==> src/design/assert_macros.svh <==
// ----------------------------------------------------------------------------
// assert_macros.svh
// Assertion helper macros, compiled out when NO_ASSERTIONS is set
// ----------------------------------------------------------------------------
`ifndef ASSERT_MACROS_SVH
`define ASSERT_MACROS_SVH

`ifndef NO_ASSERTIONS
// property checked on every rising edge outside reset
`define ASSERT_CLK(lbl, clk, rst, prop, msg) \
   lbl: assert property (@(posedge clk) disable iff (rst) prop) else $error(msg);
// property checked on every rising edge, reset included
`define ASSERT_ALWAYS(lbl, clk, prop, msg) \
   lbl: assert property (@(posedge clk) prop) else $error(msg);
`else
`define ASSERT_CLK(lbl, clk, rst, prop, msg)
`define ASSERT_ALWAYS(lbl, clk, prop, msg)
`endif

`endif

==> src/design/ipv4pv_pkg.sv <==
// ----------------------------------------------------------------------------
// ipv4pv_pkg
// Shared types and constants of the Ethernet / IPv4 frame validator
// ----------------------------------------------------------------------------
package ipv4pv_pkg;

   // frame length limit where the byte counter saturates
   localparam int unsigned MAX_FRAME_BYTES = 2048;
   localparam int unsigned CNT_W           = $clog2(MAX_FRAME_BYTES + 1);
   localparam logic [CNT_W-1:0] CNT_MAX    = CNT_W'(MAX_FRAME_BYTES);

   // byte positions within the frame
   localparam logic [CNT_W-1:0] POS_TYPE_HI   = CNT_W'(12);
   localparam logic [CNT_W-1:0] POS_TYPE_LO   = CNT_W'(13);
   localparam logic [CNT_W-1:0] POS_IP_START  = CNT_W'(14);
   localparam logic [CNT_W-1:0] POS_PROTO     = CNT_W'(23);
   localparam logic [CNT_W-1:0] POS_HCSUM_HI  = CNT_W'(24);
   localparam logic [CNT_W-1:0] POS_HCSUM_LO  = CNT_W'(25);
   localparam logic [CNT_W-1:0] POS_PAY_START = CNT_W'(34);
   localparam logic [CNT_W-1:0] POS_ICMP_HI   = CNT_W'(36);
   localparam logic [CNT_W-1:0] POS_ICMP_LO   = CNT_W'(37);
   localparam logic [CNT_W-1:0] POS_OSPF_HI   = CNT_W'(46);
   localparam logic [CNT_W-1:0] POS_OSPF_LO   = CNT_W'(47);

   // minimum frame lengths
   localparam logic [CNT_W-1:0] MIN_LEN_ARP  = CNT_W'(42);
   localparam logic [CNT_W-1:0] MIN_LEN_IPV4 = CNT_W'(34);
   localparam logic [CNT_W-1:0] MIN_LEN_ICMP = CNT_W'(38);
   localparam logic [CNT_W-1:0] MIN_LEN_OSPF = CNT_W'(58);

   // ethertypes and protocol numbers
   localparam logic [15:0] ETYPE_IPV4 = 16'h0800;
   localparam logic [15:0] ETYPE_ARP  = 16'h0806;
   localparam logic [7:0]  PROTO_ICMP = 8'd1;
   localparam logic [7:0]  PROTO_OSPF = 8'd89;

   // one frame byte as held in the input register
   typedef struct packed {
      logic       last_byte;
      logic [7:0] data_byte;
   } item_type;

endpackage

==> src/design/ipv4pv_input_stage.sv <==
// ----------------------------------------------------------------------------
// ipv4pv_input_stage
// Input register for one frame byte, refilled in the cycle it drains
// ----------------------------------------------------------------------------
module ipv4pv_input_stage (
   input  logic                clock,
   input  logic                reset,
   input  logic                req_tvalid,
   output logic                req_tready,
   input  ipv4pv_pkg::item_type req_item,
   input  logic                advance,
   output logic                item_valid,
   output ipv4pv_pkg::item_type item
);
   import ipv4pv_pkg::*;

   logic     valid_ff;
   logic     valid_in;
   item_type item_ff;

   // free when empty or when the held word moves on this cycle
   assign req_tready = !valid_ff || advance;

   always_comb begin
      valid_in = valid_ff;
      if (req_tvalid && req_tready) begin
         valid_in = 1'b1;
      end else if (advance) begin
         valid_in = 1'b0;
      end
   end

   // control
   always_ff @(posedge clock) begin
      if (reset) begin
         valid_ff <= 1'b0;
      end else begin
         valid_ff <= valid_in;
      end
   end

   // payload
   always_ff @(posedge clock) begin
      if (req_tvalid && req_tready) begin
         item_ff <= req_item;
      end
   end

   assign item_valid = valid_ff;
   assign item       = item_ff;

endmodule

==> src/design/ipv4pv_frame_state.sv <==
// ----------------------------------------------------------------------------
// ipv4pv_frame_state
// Per-frame state, running ones'-complement sums and the frame verdict
// ----------------------------------------------------------------------------
`include "assert_macros.svh"

module ipv4pv_frame_state (
   input  logic                clock,
   input  logic                reset,
   input  logic                step,
   input  ipv4pv_pkg::item_type item,
   output logic                verdict
);
   import ipv4pv_pkg::*;

   logic [CNT_W-1:0] count_ff,   count_in;
   logic [15:0]      ftype_ff,   ftype_in;
   logic [7:0]       proto_ff,   proto_in;
   logic [15:0]      hsum_ff,    hsum_in;
   logic [15:0]      psum_ff,    psum_in;
   logic [15:0]      hstore_ff,  hstore_in;
   logic [15:0]      pstore_ff,  pstore_in;
   logic [7:0]       pend_ff,    pend_in;
   logic             odd_ff,     odd_in;

   logic [7:0]  b;
   logic        in_hdr;
   logic        in_pay;
   logic        hfield;
   logic        pfield;
   logic [7:0]  hv;
   logic [7:0]  pv;
   logic [15:0] pword;
   logic [15:0] hcalc;
   logic [15:0] pcalc;
   logic        hdr_ok;

   // end-around carry add
   function automatic logic [15:0] oc_add(input logic [15:0] acc, input logic [15:0] word);
      logic [16:0] s;
      s = {1'b0, acc} + {1'b0, word};
      return s[15:0] + {15'd0, s[16]};
   endfunction

   // complement of the sum, zero taken as all ones
   function automatic logic [15:0] finish_sum(input logic [15:0] acc);
      return (acc == 16'hffff) ? 16'hffff : ~acc;
   endfunction

   assign b      = item.data_byte;
   assign in_hdr = (count_ff >= POS_IP_START) && (count_ff < POS_PAY_START);
   assign in_pay = (count_ff >= POS_PAY_START);
   assign hfield = (count_ff == POS_HCSUM_HI) || (count_ff == POS_HCSUM_LO);
   assign pfield = ((proto_ff == PROTO_ICMP) &&
                    ((count_ff == POS_ICMP_HI) || (count_ff == POS_ICMP_LO))) ||
                   ((proto_ff == PROTO_OSPF) &&
                    ((count_ff == POS_OSPF_HI) || (count_ff == POS_OSPF_LO)));
   assign hv     = hfield ? 8'h00 : b;
   assign pv     = pfield ? 8'h00 : b;
   // odd position closes a word; an even last byte is padded as a high byte
   assign pword  = odd_ff ? {pend_ff, pv} : {pv, 8'h00};

   // next state for the byte at hand
   always_comb begin
      count_in  = (count_ff < CNT_MAX) ? count_ff + CNT_W'(1) : count_ff;
      odd_in    = !odd_ff;
      ftype_in  = ftype_ff;
      proto_in  = proto_ff;
      hsum_in   = hsum_ff;
      psum_in   = psum_ff;
      hstore_in = hstore_ff;
      pstore_in = pstore_ff;
      pend_in   = pend_ff;

      if (count_ff == POS_TYPE_HI) begin
         ftype_in = {b, 8'h00};
      end else if (count_ff == POS_TYPE_LO) begin
         ftype_in = ftype_ff | {8'h00, b};
      end
      if (count_ff == POS_PROTO) begin
         proto_in = b;
      end

      if (in_hdr) begin
         if (hfield) begin
            hstore_in = {hstore_ff[7:0], b};
         end
         if (odd_ff) begin
            hsum_in = oc_add(hsum_ff, {pend_ff, hv});
         end else begin
            pend_in = hv;
         end
      end else if (in_pay) begin
         if (pfield) begin
            pstore_in = {pstore_ff[7:0], b};
         end
         if (!odd_ff) begin
            pend_in = pv;
         end
         if (odd_ff || item.last_byte) begin
            psum_in = oc_add(psum_ff, pword);
         end
      end
   end

   // verdict from the state after this byte
   assign hcalc  = finish_sum(hsum_in);
   assign pcalc  = finish_sum(psum_in);
   assign hdr_ok = (count_in >= MIN_LEN_IPV4) && (hcalc == hstore_in);

   always_comb begin
      verdict = 1'b0;
      if (ftype_in == ETYPE_ARP) begin
         verdict = (count_in >= MIN_LEN_ARP);
      end else if (ftype_in == ETYPE_IPV4 && hdr_ok) begin
         if (proto_in == PROTO_ICMP) begin
            verdict = (count_in >= MIN_LEN_ICMP) && (pcalc == pstore_in);
         end else if (proto_in == PROTO_OSPF) begin
            verdict = (count_in >= MIN_LEN_OSPF) && (pcalc == pstore_in);
         end else begin
            verdict = 1'b1;
         end
      end
   end

   // state registers, cleared after each verdict
   always_ff @(posedge clock) begin
      if (reset || (step && item.last_byte)) begin
         count_ff  <= '0;
         ftype_ff  <= '0;
         proto_ff  <= '0;
         hsum_ff   <= '0;
         psum_ff   <= '0;
         hstore_ff <= '0;
         pstore_ff <= '0;
         pend_ff   <= '0;
         odd_ff    <= 1'b0;
      end else if (step) begin
         count_ff  <= count_in;
         ftype_ff  <= ftype_in;
         proto_ff  <= proto_in;
         hsum_ff   <= hsum_in;
         psum_ff   <= psum_in;
         hstore_ff <= hstore_in;
         pstore_ff <= pstore_in;
         pend_ff   <= pend_in;
         odd_ff    <= odd_in;
      end
   end

   `ASSERT_ALWAYS(a_count_bound, clock, reset || (count_ff <= CNT_MAX), "byte count beyond limit")
   `ASSERT_CLK(a_clear_after_last, clock, reset, step && item.last_byte |=> count_ff == '0, "state not cleared after last byte")
   `ASSERT_CLK(a_parity_track, clock, reset, count_ff < CNT_MAX |-> odd_ff == count_ff[0], "word parity out of step with count")

endmodule

==> src/design/ipv4pv_output_stage.sv <==
// ----------------------------------------------------------------------------
// ipv4pv_output_stage
// Result register holding one verdict until the sink takes it
// ----------------------------------------------------------------------------
module ipv4pv_output_stage (
   input  logic       clock,
   input  logic       reset,
   input  logic       load,
   input  logic       verdict,
   output logic       rsp_tvalid,
   input  logic       rsp_tready,
   output logic [7:0] rsp_tdata
);
   logic valid_ff;
   logic valid_in;
   logic verdict_ff;

   always_comb begin
      valid_in = valid_ff;
      if (load) begin
         valid_in = 1'b1;
      end else if (rsp_tready) begin
         valid_in = 1'b0;
      end
   end

   // control
   always_ff @(posedge clock) begin
      if (reset) begin
         valid_ff <= 1'b0;
      end else begin
         valid_ff <= valid_in;
      end
   end

   // payload
   always_ff @(posedge clock) begin
      if (load) begin
         verdict_ff <= verdict;
      end
   end

   assign rsp_tvalid = valid_ff;
   assign rsp_tdata  = {7'd0, verdict_ff};

endmodule

==> src/design/ethernet_ipv4_packet_validator_unit.sv <==
// ----------------------------------------------------------------------------
// ethernet_ipv4_packet_validator_unit
// Checks ARP / IPv4 frame lengths and IPv4, ICMP and OSPF checksums
// ----------------------------------------------------------------------------
//  channel  dir  payload                          handshake
//  req      in   tdata[7:0] frame byte, tlast     req_tvalid / req_tready
//  rsp      out  tdata[0] packet valid            rsp_tvalid / rsp_tready
//
//  one byte per cycle sustained, except for the stall below; the verdict for the last
//  byte passes the input register, then the state update into the result register
//  per-byte work is at most one end-around carry add, to one running sum
//  reset is synchronous and clears all frame state and both valid flags
//  the input stalls only while a last byte waits on a full result register
// ----------------------------------------------------------------------------
module ethernet_ipv4_packet_validator_unit (
   input  logic       clock,
   input  logic       reset,
   input  logic       req_tvalid,
   output logic       req_tready,
   input  logic [7:0] req_tdata,   // [7:0] data_byte
   input  logic       req_tlast,   // last_byte
   output logic       rsp_tvalid,
   input  logic       rsp_tready,
   output logic [7:0] rsp_tdata    // [0] packet_valid, [7:1] zero
);
   import ipv4pv_pkg::*;

   item_type req_item;
   item_type item;
   logic     item_valid;
   logic     advance;
   logic     verdict;

   assign req_item.data_byte = req_tdata;
   assign req_item.last_byte = req_tlast;

   // a held byte moves on unless it is a last byte facing a full result slot
   assign advance = item_valid && (!item.last_byte || !rsp_tvalid || rsp_tready);

   ipv4pv_input_stage u_input (
      .clock      (clock),
      .reset      (reset),
      .req_tvalid (req_tvalid),
      .req_tready (req_tready),
      .req_item   (req_item),
      .advance    (advance),
      .item_valid (item_valid),
      .item       (item)
   );

   ipv4pv_frame_state u_state (
      .clock   (clock),
      .reset   (reset),
      .step    (advance),
      .item    (item),
      .verdict (verdict)
   );

   ipv4pv_output_stage u_output (
      .clock      (clock),
      .reset      (reset),
      .load       (advance && item.last_byte),
      .verdict    (verdict),
      .rsp_tvalid (rsp_tvalid),
      .rsp_tready (rsp_tready),
      .rsp_tdata  (rsp_tdata)
   );

endmodule
==> config.mk <==
export PLATFORM = sky130hd
export DESIGN_NAME = ethernet_ipv4_packet_validator_unit
export DESIGN_NICKNAME = d
export VERILOG_FILES = /design/src/design/ipv4pv_pkg.sv /design/src/design/ipv4pv_input_stage.sv /design/src/design/ipv4pv_frame_state.sv /design/src/design/ipv4pv_output_stage.sv /design/src/design/ethernet_ipv4_packet_validator_unit.sv
export VERILOG_INCLUDE_DIRS = /design/src /design/src/design
export SDC_FILE = /design/constraint.sdc
export NUM_CORES = 1
export LEC_CHECK = 0
export BUFFER_PORTS_ARGS = -buffer_cell sky130_fd_sc_hd__buf_2
export CAP_MARGIN = 20
export CORE_UTILIZATION = 69
export CTS_CLUSTER_DIAMETER = 30
export CTS_CLUSTER_SIZE = 12
export DETAILED_ROUTE_END_ITERATION = 16
export GPL_TIMING_DRIVEN = 0
export PLACE_DENSITY = 0.9
export REMOVE_ABC_BUFFERS = 1
export SETUP_SLACK_MARGIN = 0.4
export SYNTH_ARGS = -nofsm -noshare
export SYNTH_HDL_FRONTEND = slang
export SYNTH_SLANG_ARGS = --single-unit
==> constraint.sdc <==
create_clock -name clock -period 19.22 [get_ports clock]
set_clock_uncertainty 0.1 [all_clocks]
set_input_delay 2.883 -clock clock [delete_from_list [all_inputs] [get_ports clock]]
set_output_delay 2.883 -clock clock [all_outputs]
set_load 0.05 [all_outputs]
## Yosys cells after proc, flatten, opt, wreduce, memory -nomap -nowiden

Cells that the tools add are included.

- Add/subtract/negate cells: 5
- Eq/ne operators: 19
- $lt $le $gt $ge: 8
- Reductions and logical operators: 27
- Muxes and demuxes: 31
- Bitwise gates (word level): 4

Operators by type and width:

| kind | count |
|---|---|
| $mux W16 | 15 |
| $ge A12 B6 Y1 const B | 5 |
| $mux W8 | 7 |
| $eq A12 B6 Y1 const B | 4 |
| $eq A12 B5 Y1 const B | 3 |
| $add A16 B16 Y17 | 2 |
| $add A16 B1 Y16 | 2 |
| $eq A16 B12 Y1 const B | 2 |
| $eq A16 B16 Y1 | 2 |
| $eq A16 B16 Y1 const B | 2 |
| $not A16 Y16 | 2 |
| $eq A12 B4 Y1 const B | 2 |
| $eq A8 B1 Y1 const B | 2 |
| $eq A8 B7 Y1 const B | 2 |
| $or A16 B8 Y16 | 1 |
| $add A12 B1 Y12 const B | 1 |
| $ge A12 B4 Y1 const B | 1 |
| $lt A12 B12 Y1 const B | 1 |
| $lt A12 B6 Y1 const B | 1 |
| $mux W12 | 1 |
| $logic_and A1 B1 Y1 | 10 |
| $logic_or A1 B1 Y1 | 9 |
| $mux W1 | 8 |
| $reduce_bool A2 Y1 | 3 |
| other kinds (3) | 6 |

- Word-level logic and storage cells: 108
- Output and inout port bits: 10
- Bits in registers: 121
- Input bits: 13

## Longest topological paths before layout

- Word-level depth: 19
- Mapped depth: 32
- Gate-level depth less buffers: 29

## Modules after synthesis

Synthesis repeated with hierarchy kept, for this count alone.

- Cells, all modules: 1,210
- Area total of the unflattened synthesis: 9,494.1 sq um

Modules (own cells, without submodules):

| module | sequential area each (sq um) | times used | area each (sq um) | cells an instance |
|---|---|---|---|---|
| ipv4pv_frame_state | 2,182.1 | 1 | 9,003.6 | 1,178 |
| ipv4pv_input_stage | 290.3 | 1 | 325.3 | 14 |
| ipv4pv_output_stage | 50.0 | 1 | 132.6 | 14 |
| ethernet_ipv4_packet_validator_unit | 0.0 | 1 | 32.5 | 4 |

## Least setup slack after synthesis

Ideal clock, no wire load.

- Path kind: flip-flop to flip-flop
- Start point: reg u_state.count_ff[11]
- End point: reg u_output.verdict_ff (data pin)
- Data required time: 18.940 ns
- Path slack: 11.211 ns
- Data arrival time: 7.729 ns
- Period minus slack after synthesis: 8.009 ns
- Library setup time: 0.180 ns
- Cell stages (with the launch flop): 33
- Buffers on the path: 6
- Cell sequence: dfxtp_1 > clkbuf_1 > or3_1 > or2_2 > clkbuf_1 > nor3_1 > clkbuf_1 > clkbuf_1 > clkbuf_1 > nor2b_1 > ha_1 > fa_1 > a211o_1 > a41oi_2 > o211ai_1 > a211oi_1 > o21bai_1 > a21o_1 > ha_1 > ha_1 > o211ai_1 > nor4_1 > and3b_1 > xor2_1 > o21ai_0 > nand4_1 > nor4_2 > and3_1 > buf_2 > nor3b_1 > o22a_1 > nand4b_1 > o41ai_2

- Longest elaborated chain between the ends: 19
- Elaborated cells on any way between the ends: 66
- Those cells by class: add/sub: 5; order compare: 8; eq/ne: 17; mux: 23; bitwise: 2; reduce/logical: 11

RTL lines:

| element | RTL line | text |
|---|---|---|
| start, declared | ipv4pv_frame_state.sv:16 | `logic [CNT_W-1:0] count_ff, count_in;` |
| start signal, assigned | ipv4pv_frame_state.sv:139 | `count_ff <= count_in;` |
| $eq A12 B6 Y1 (on tied branches) | ipv4pv_frame_state.sv:55, ipv4pv_frame_state.sv:57 |  |
| $logic_or A1 B1 Y1 (on tied branches) | ipv4pv_frame_state.sv:55, ipv4pv_frame_state.sv:57 |  |
| $logic_and A1 B1 Y1 (on tied branches) | ipv4pv_frame_state.sv:54, ipv4pv_frame_state.sv:56 |  |
| $logic_or A1 B1 Y1 | ipv4pv_frame_state.sv:55 | `((count_ff == POS_ICMP_HI) \|\| (count_ff == POS_ICMP_LO))) \|\|` |
| $mux W8 | ipv4pv_frame_state.sv:59 | `assign pv = pfield ? 8'h00 : b;` |
| $mux W16 | ipv4pv_frame_state.sv:61 | `assign pword = odd_ff ? {pend_ff, pv} : {pv, 8'h00};` |
| $add A16 B16 Y17 | ipv4pv_frame_state.sv:41 | `s = {1'b0, acc} + {1'b0, word};` |
| $add A16 B1 Y16 | ipv4pv_frame_state.sv:42 | `return s[15:0] + {15'd0, s[16]};` |
| [4 not listed] | - |  |
| $mux W16 | ipv4pv_frame_state.sv:47 | `return (acc == 16'hffff) ? 16'hffff : ~acc;` |
| $eq A16 B16 Y1 | ipv4pv_frame_state.sv:117, ipv4pv_frame_state.sv:119 |  |
| $logic_and A1 B1 Y1 | ipv4pv_frame_state.sv:119 | `verdict = (count_in >= MIN_LEN_OSPF) && (pcalc == pstore_in);` |
| $mux W1 | ipv4pv_frame_state.sv:118 | `end else if (proto_in == PROTO_OSPF) begin` |
| $mux W1 | ipv4pv_frame_state.sv:116 | `if (proto_in == PROTO_ICMP) begin` |
| $mux W1 | ipv4pv_frame_state.sv:115 | `end else if (ftype_in == ETYPE_IPV4 && hdr_ok) begin` |
| $mux W1 (*) | ipv4pv_frame_state.sv:113 | `if (ftype_in == ETYPE_ARP) begin` |
| via u_output.verdict | ipv4pv_output_stage.sv:9 | `input logic verdict,` |
| end signal, assigned | ipv4pv_output_stage.sv:39 | `verdict_ff <= verdict;` |
| end, declared | ipv4pv_output_stage.sv:16 | `logic verdict_ff;` |

Mark *: on every way through the listed nets, which the timed path passes. The rest lies on a longest branch.
A chain may end at the register's enable or synchronous reset.

## Worst setup path in the final report

- Start point: reg u_state.count_ff[1]
- End point: reg u_output.verdict_ff (data pin)

The elaborated chain is that of the path after synthesis.

==> flow_summary.toml <==
[grt]
antenna_found_initial = 0
track_usage_pct = 37.20
grt_pass1_wl_um = 42660
grt_max_degree = 70
grt_pass1_vias = 8723
grt_overflow_total = 0

[logic_synthesis]
yosysUniqueCellTypes = 85
yosysMostFrequentCell = "nor2_1"
seq_area_frac_synth_pct = 26.98
ys_ff_latch = 121
synth_edf_count = 10
synthArstFlopShare_pct = 0
synth_top_cells_by_area = "dfxtp_1 24%, mux2i_1 7.0%, nor2_1 6.4%"
synth_flop_cell = "dfxtp_1"
netlist_top_cells_count = "160 x nor2_1, 150 x nand2_1, 111 x dfxtp_1"
netlist.area_leader.share_pct = 23.77
yosysTopAreaCell = "dfxtp_1"
yosysWarnings = 0
avgSynthCellArea_um2 = 7.657
synthCells = 1221
netlist_area_um2 = 9349

[timing]
slew_viol_final = 0
timing_hold_violations_final = 0
fmax_ghz = 0.1147
maxSlewHeadroom_pct = 25.01
fin_crit_ns = 8.719
post-route-period-util_pct = 45.36
worst_pin_slew_ns = 1.118
rsz0062_at_grt = "no"
worst_slack_ns = 10.50
setup_viol = 0
fin_tns_setup_ns = 0

[power_and_ir_drop]
p_per_area_nw_per_um2 = 67.89
leakagePower_nw = 3.881
vdd_ir_drop_max_mv = 0.06059

[critical_path]
reg2regPathDepth = 29
cp.required_ns = 19.35
cp_slowest_cell = "nor3_2"
worstSetupPathType = "flip-flop to flip-flop"
cp-start-kind = "flip-flop"
max_stage_delay_ns = 0.63
critPathCaptureType = "flip-flop"
path_max_fanout = 12
critPathMostFrequentCell = "ha_1"
arrival_ns = 8.85

[place]
hpwl_um = 17050
dp_slack_ns = 10.81
globalplace.congestion = 0.9017
portBuffers = 15

[hold_path]
hold_path_depth = 2
min_path_type = "flip-flop to flip-flop"

[die]
die_y_um = 118.4
pin_count = 23
die_w_um = 118.4
rows = 42
die_area_um2 = 14020
coreArea_um2 = 13240
start_util_pct = 70.60

[run_status]
status = "finished clean"

[clock_network]
clkLatencyLatePin_ns = 0.42
cts_made_buffers = 17
clk_path_buf_depth = 2
cts_tree = "yes"
holdBufCountCts = 0
clockRootBuffer = "clkbuf_16"
clkTransAtPathRegs_ns = 0.06
ctsResizeCount = 0
cts_sinks = 121
post-cts-setup-buffers = 0
htree_levels = 4

[final_layout]
fill_cells = 904
final_nets = 1245
fin_util_pct = 76.25
diodes = 0
area_growth_pct = 8.003
drive_gt1_share_pct = 7.993

[detailed_routing]
wl_um = 25720
via_count = 9338
post-route-drc-count = 0
detail_route.wl_per_cell_um = 18.67
drt_iter0_markers = 1130
postRouteAntennaNets = 0
dr.pass1.iters = 5
avgViaCountPerCell = 6.781

[flow_run]
max_cap_viol_count = 0
-- cells by family after synthesis --
group	share of synthesized area, %
simple gates	27.54
buf+inv	4.162
flops	26.98
xor+xnor	5.875
compound gates	21.44
other cells	0.04011
mux	7.802
fa+ha+maj	6.156
-- final timing paths --
kind | from | to | slack (ns)
setup / recovery | u_state.count_ff[1] | u_output.verdict_ff | 10.50
hold / removal | u_state.proto_ff[1] | u_state.proto_ff[1] | 0.36
setup reg to reg | u_state.count_ff[1] | u_output.verdict_ff | 10.50
hold reg to reg | u_state.proto_ff[1] | u_state.proto_ff[1] | 0.36
-- flip-flops by register name, indices dropped and copies added (netlist names) --
register,flops
u_output.rsp_tvalid,1
u_state.ftype_ff,16
u_state.hsum_ff,16
u_input.item_valid,1
u_output.verdict_ff,1
u_state.pend_ff,8
u_input.item,9
u_state.odd_ff,1
u_state.hstore_ff,16
u_state.proto_ff,8
u_state.psum_ff,16
u_state.pstore_ff,16
u_state.count_ff,12
-- worst max-delay path: cells and delay by family, from the launching register on --
family	cells	cell delay (ns)
AOI/OAI and AO/OA	10	2.95
buffers and inverters	2	0.37
adders and majority gates	5	1.43
and+or+nand+nor	11	3.13
xor gates and xnor gates	1	0.14
DFF	1	0.39
-- where the power goes --
group | total, W | internal (W) | leakage, nW | switching, W
clock | 0.000349 | 0.000226 | 0.305 | 0.000123
combinational | 0.0000669 | 0.0000231 | 2.58 | 0.0000438
sequential | 0.000270 | 0.000260 | 0.998 | 0.0000104
-- cell type report --
cell class                 instances  area [µm²]  area share [%]
clock inverter                    13       192.7           1.908
inverter                          14       52.55          0.5204
multi-input combinational       1012        6471           64.09
tap                              176       220.2           2.181
sequential                       121        2522           24.98
timing repair buffer              22       183.9           1.822
clock buffer                      19       454.2           4.498
-- cells in the final DEF (no fill, tap or decap), types with 7 or more instances in the layout --
| cell type | Yosys | layout |
|---|---|---|
| o21bai_1 | 7 | 7 |
| and3_1 | 22 | 22 |
| nand3_1 | 44 | 44 |
| dfxtp_1 | 111 | 111 |
| xor2_1 | 34 | 34 |
| or3_1 | 14 | 14 |
| nor4_1 | 16 | 16 |
| mux2i_1 | 65 | 65 |
| nor3_1 | 21 | 20 |
| or2_2 | 9 | 8 |
| o211ai_1 | 14 | 14 |
| a211oi_1 | 43 | 43 |
| conb_1 | 1 | 7 |
| mux2_2 | 7 | 7 |
| edfxtp_1 | 10 | 10 |
| buf_2 | 5 | 15 |
| nor2_1 | 160 | 160 |
| clkbuf_16 | 0 | 18 |
| inv_1 | 14 | 14 |
| o21ai_0 | 48 | 48 |
| a21o_1 | 11 | 11 |
| nand4_1 | 13 | 13 |
| o21a_1 | 7 | 7 |
| nor2b_1 | 15 | 15 |
| a31oi_1 | 16 | 16 |
| xnor2_1 | 26 | 26 |
| ha_1 | 42 | 42 |
| nand2_1 | 150 | 149 |
| nand2b_1 | 10 | 10 |
| a21oi_1 | 97 | 97 |
-- metal layers --
layer,global-route usage (%),part of all wire [%],vias up
met5,0,0,-
li1,-,-,4365
met3,6.853,8.5,108
met2,60.22,46,519
met4,17.25,3.7,0
met1,48.08,41,4346
-- stage by stage --
stage | area, µm² | power (W) | hold WS [ns] | cells
floorplan | 9035 | 0.0003194 | 0.3315 | 1147
global placement | 9330 | 0.0003347 | 0.3388 | 1338
detailed placement | 9443 | 0.0003387 | 0.3485 | 1344
CTS | 10090 | 0.0006830 | 0.3559 | 1376
global route | 10100 | 0.0007028 | 0.3859 | 1377
finish | 10100 | 0.0006855 | 0.3572 | 1377
Note: power is estimated with default switching activity, not from simulation.
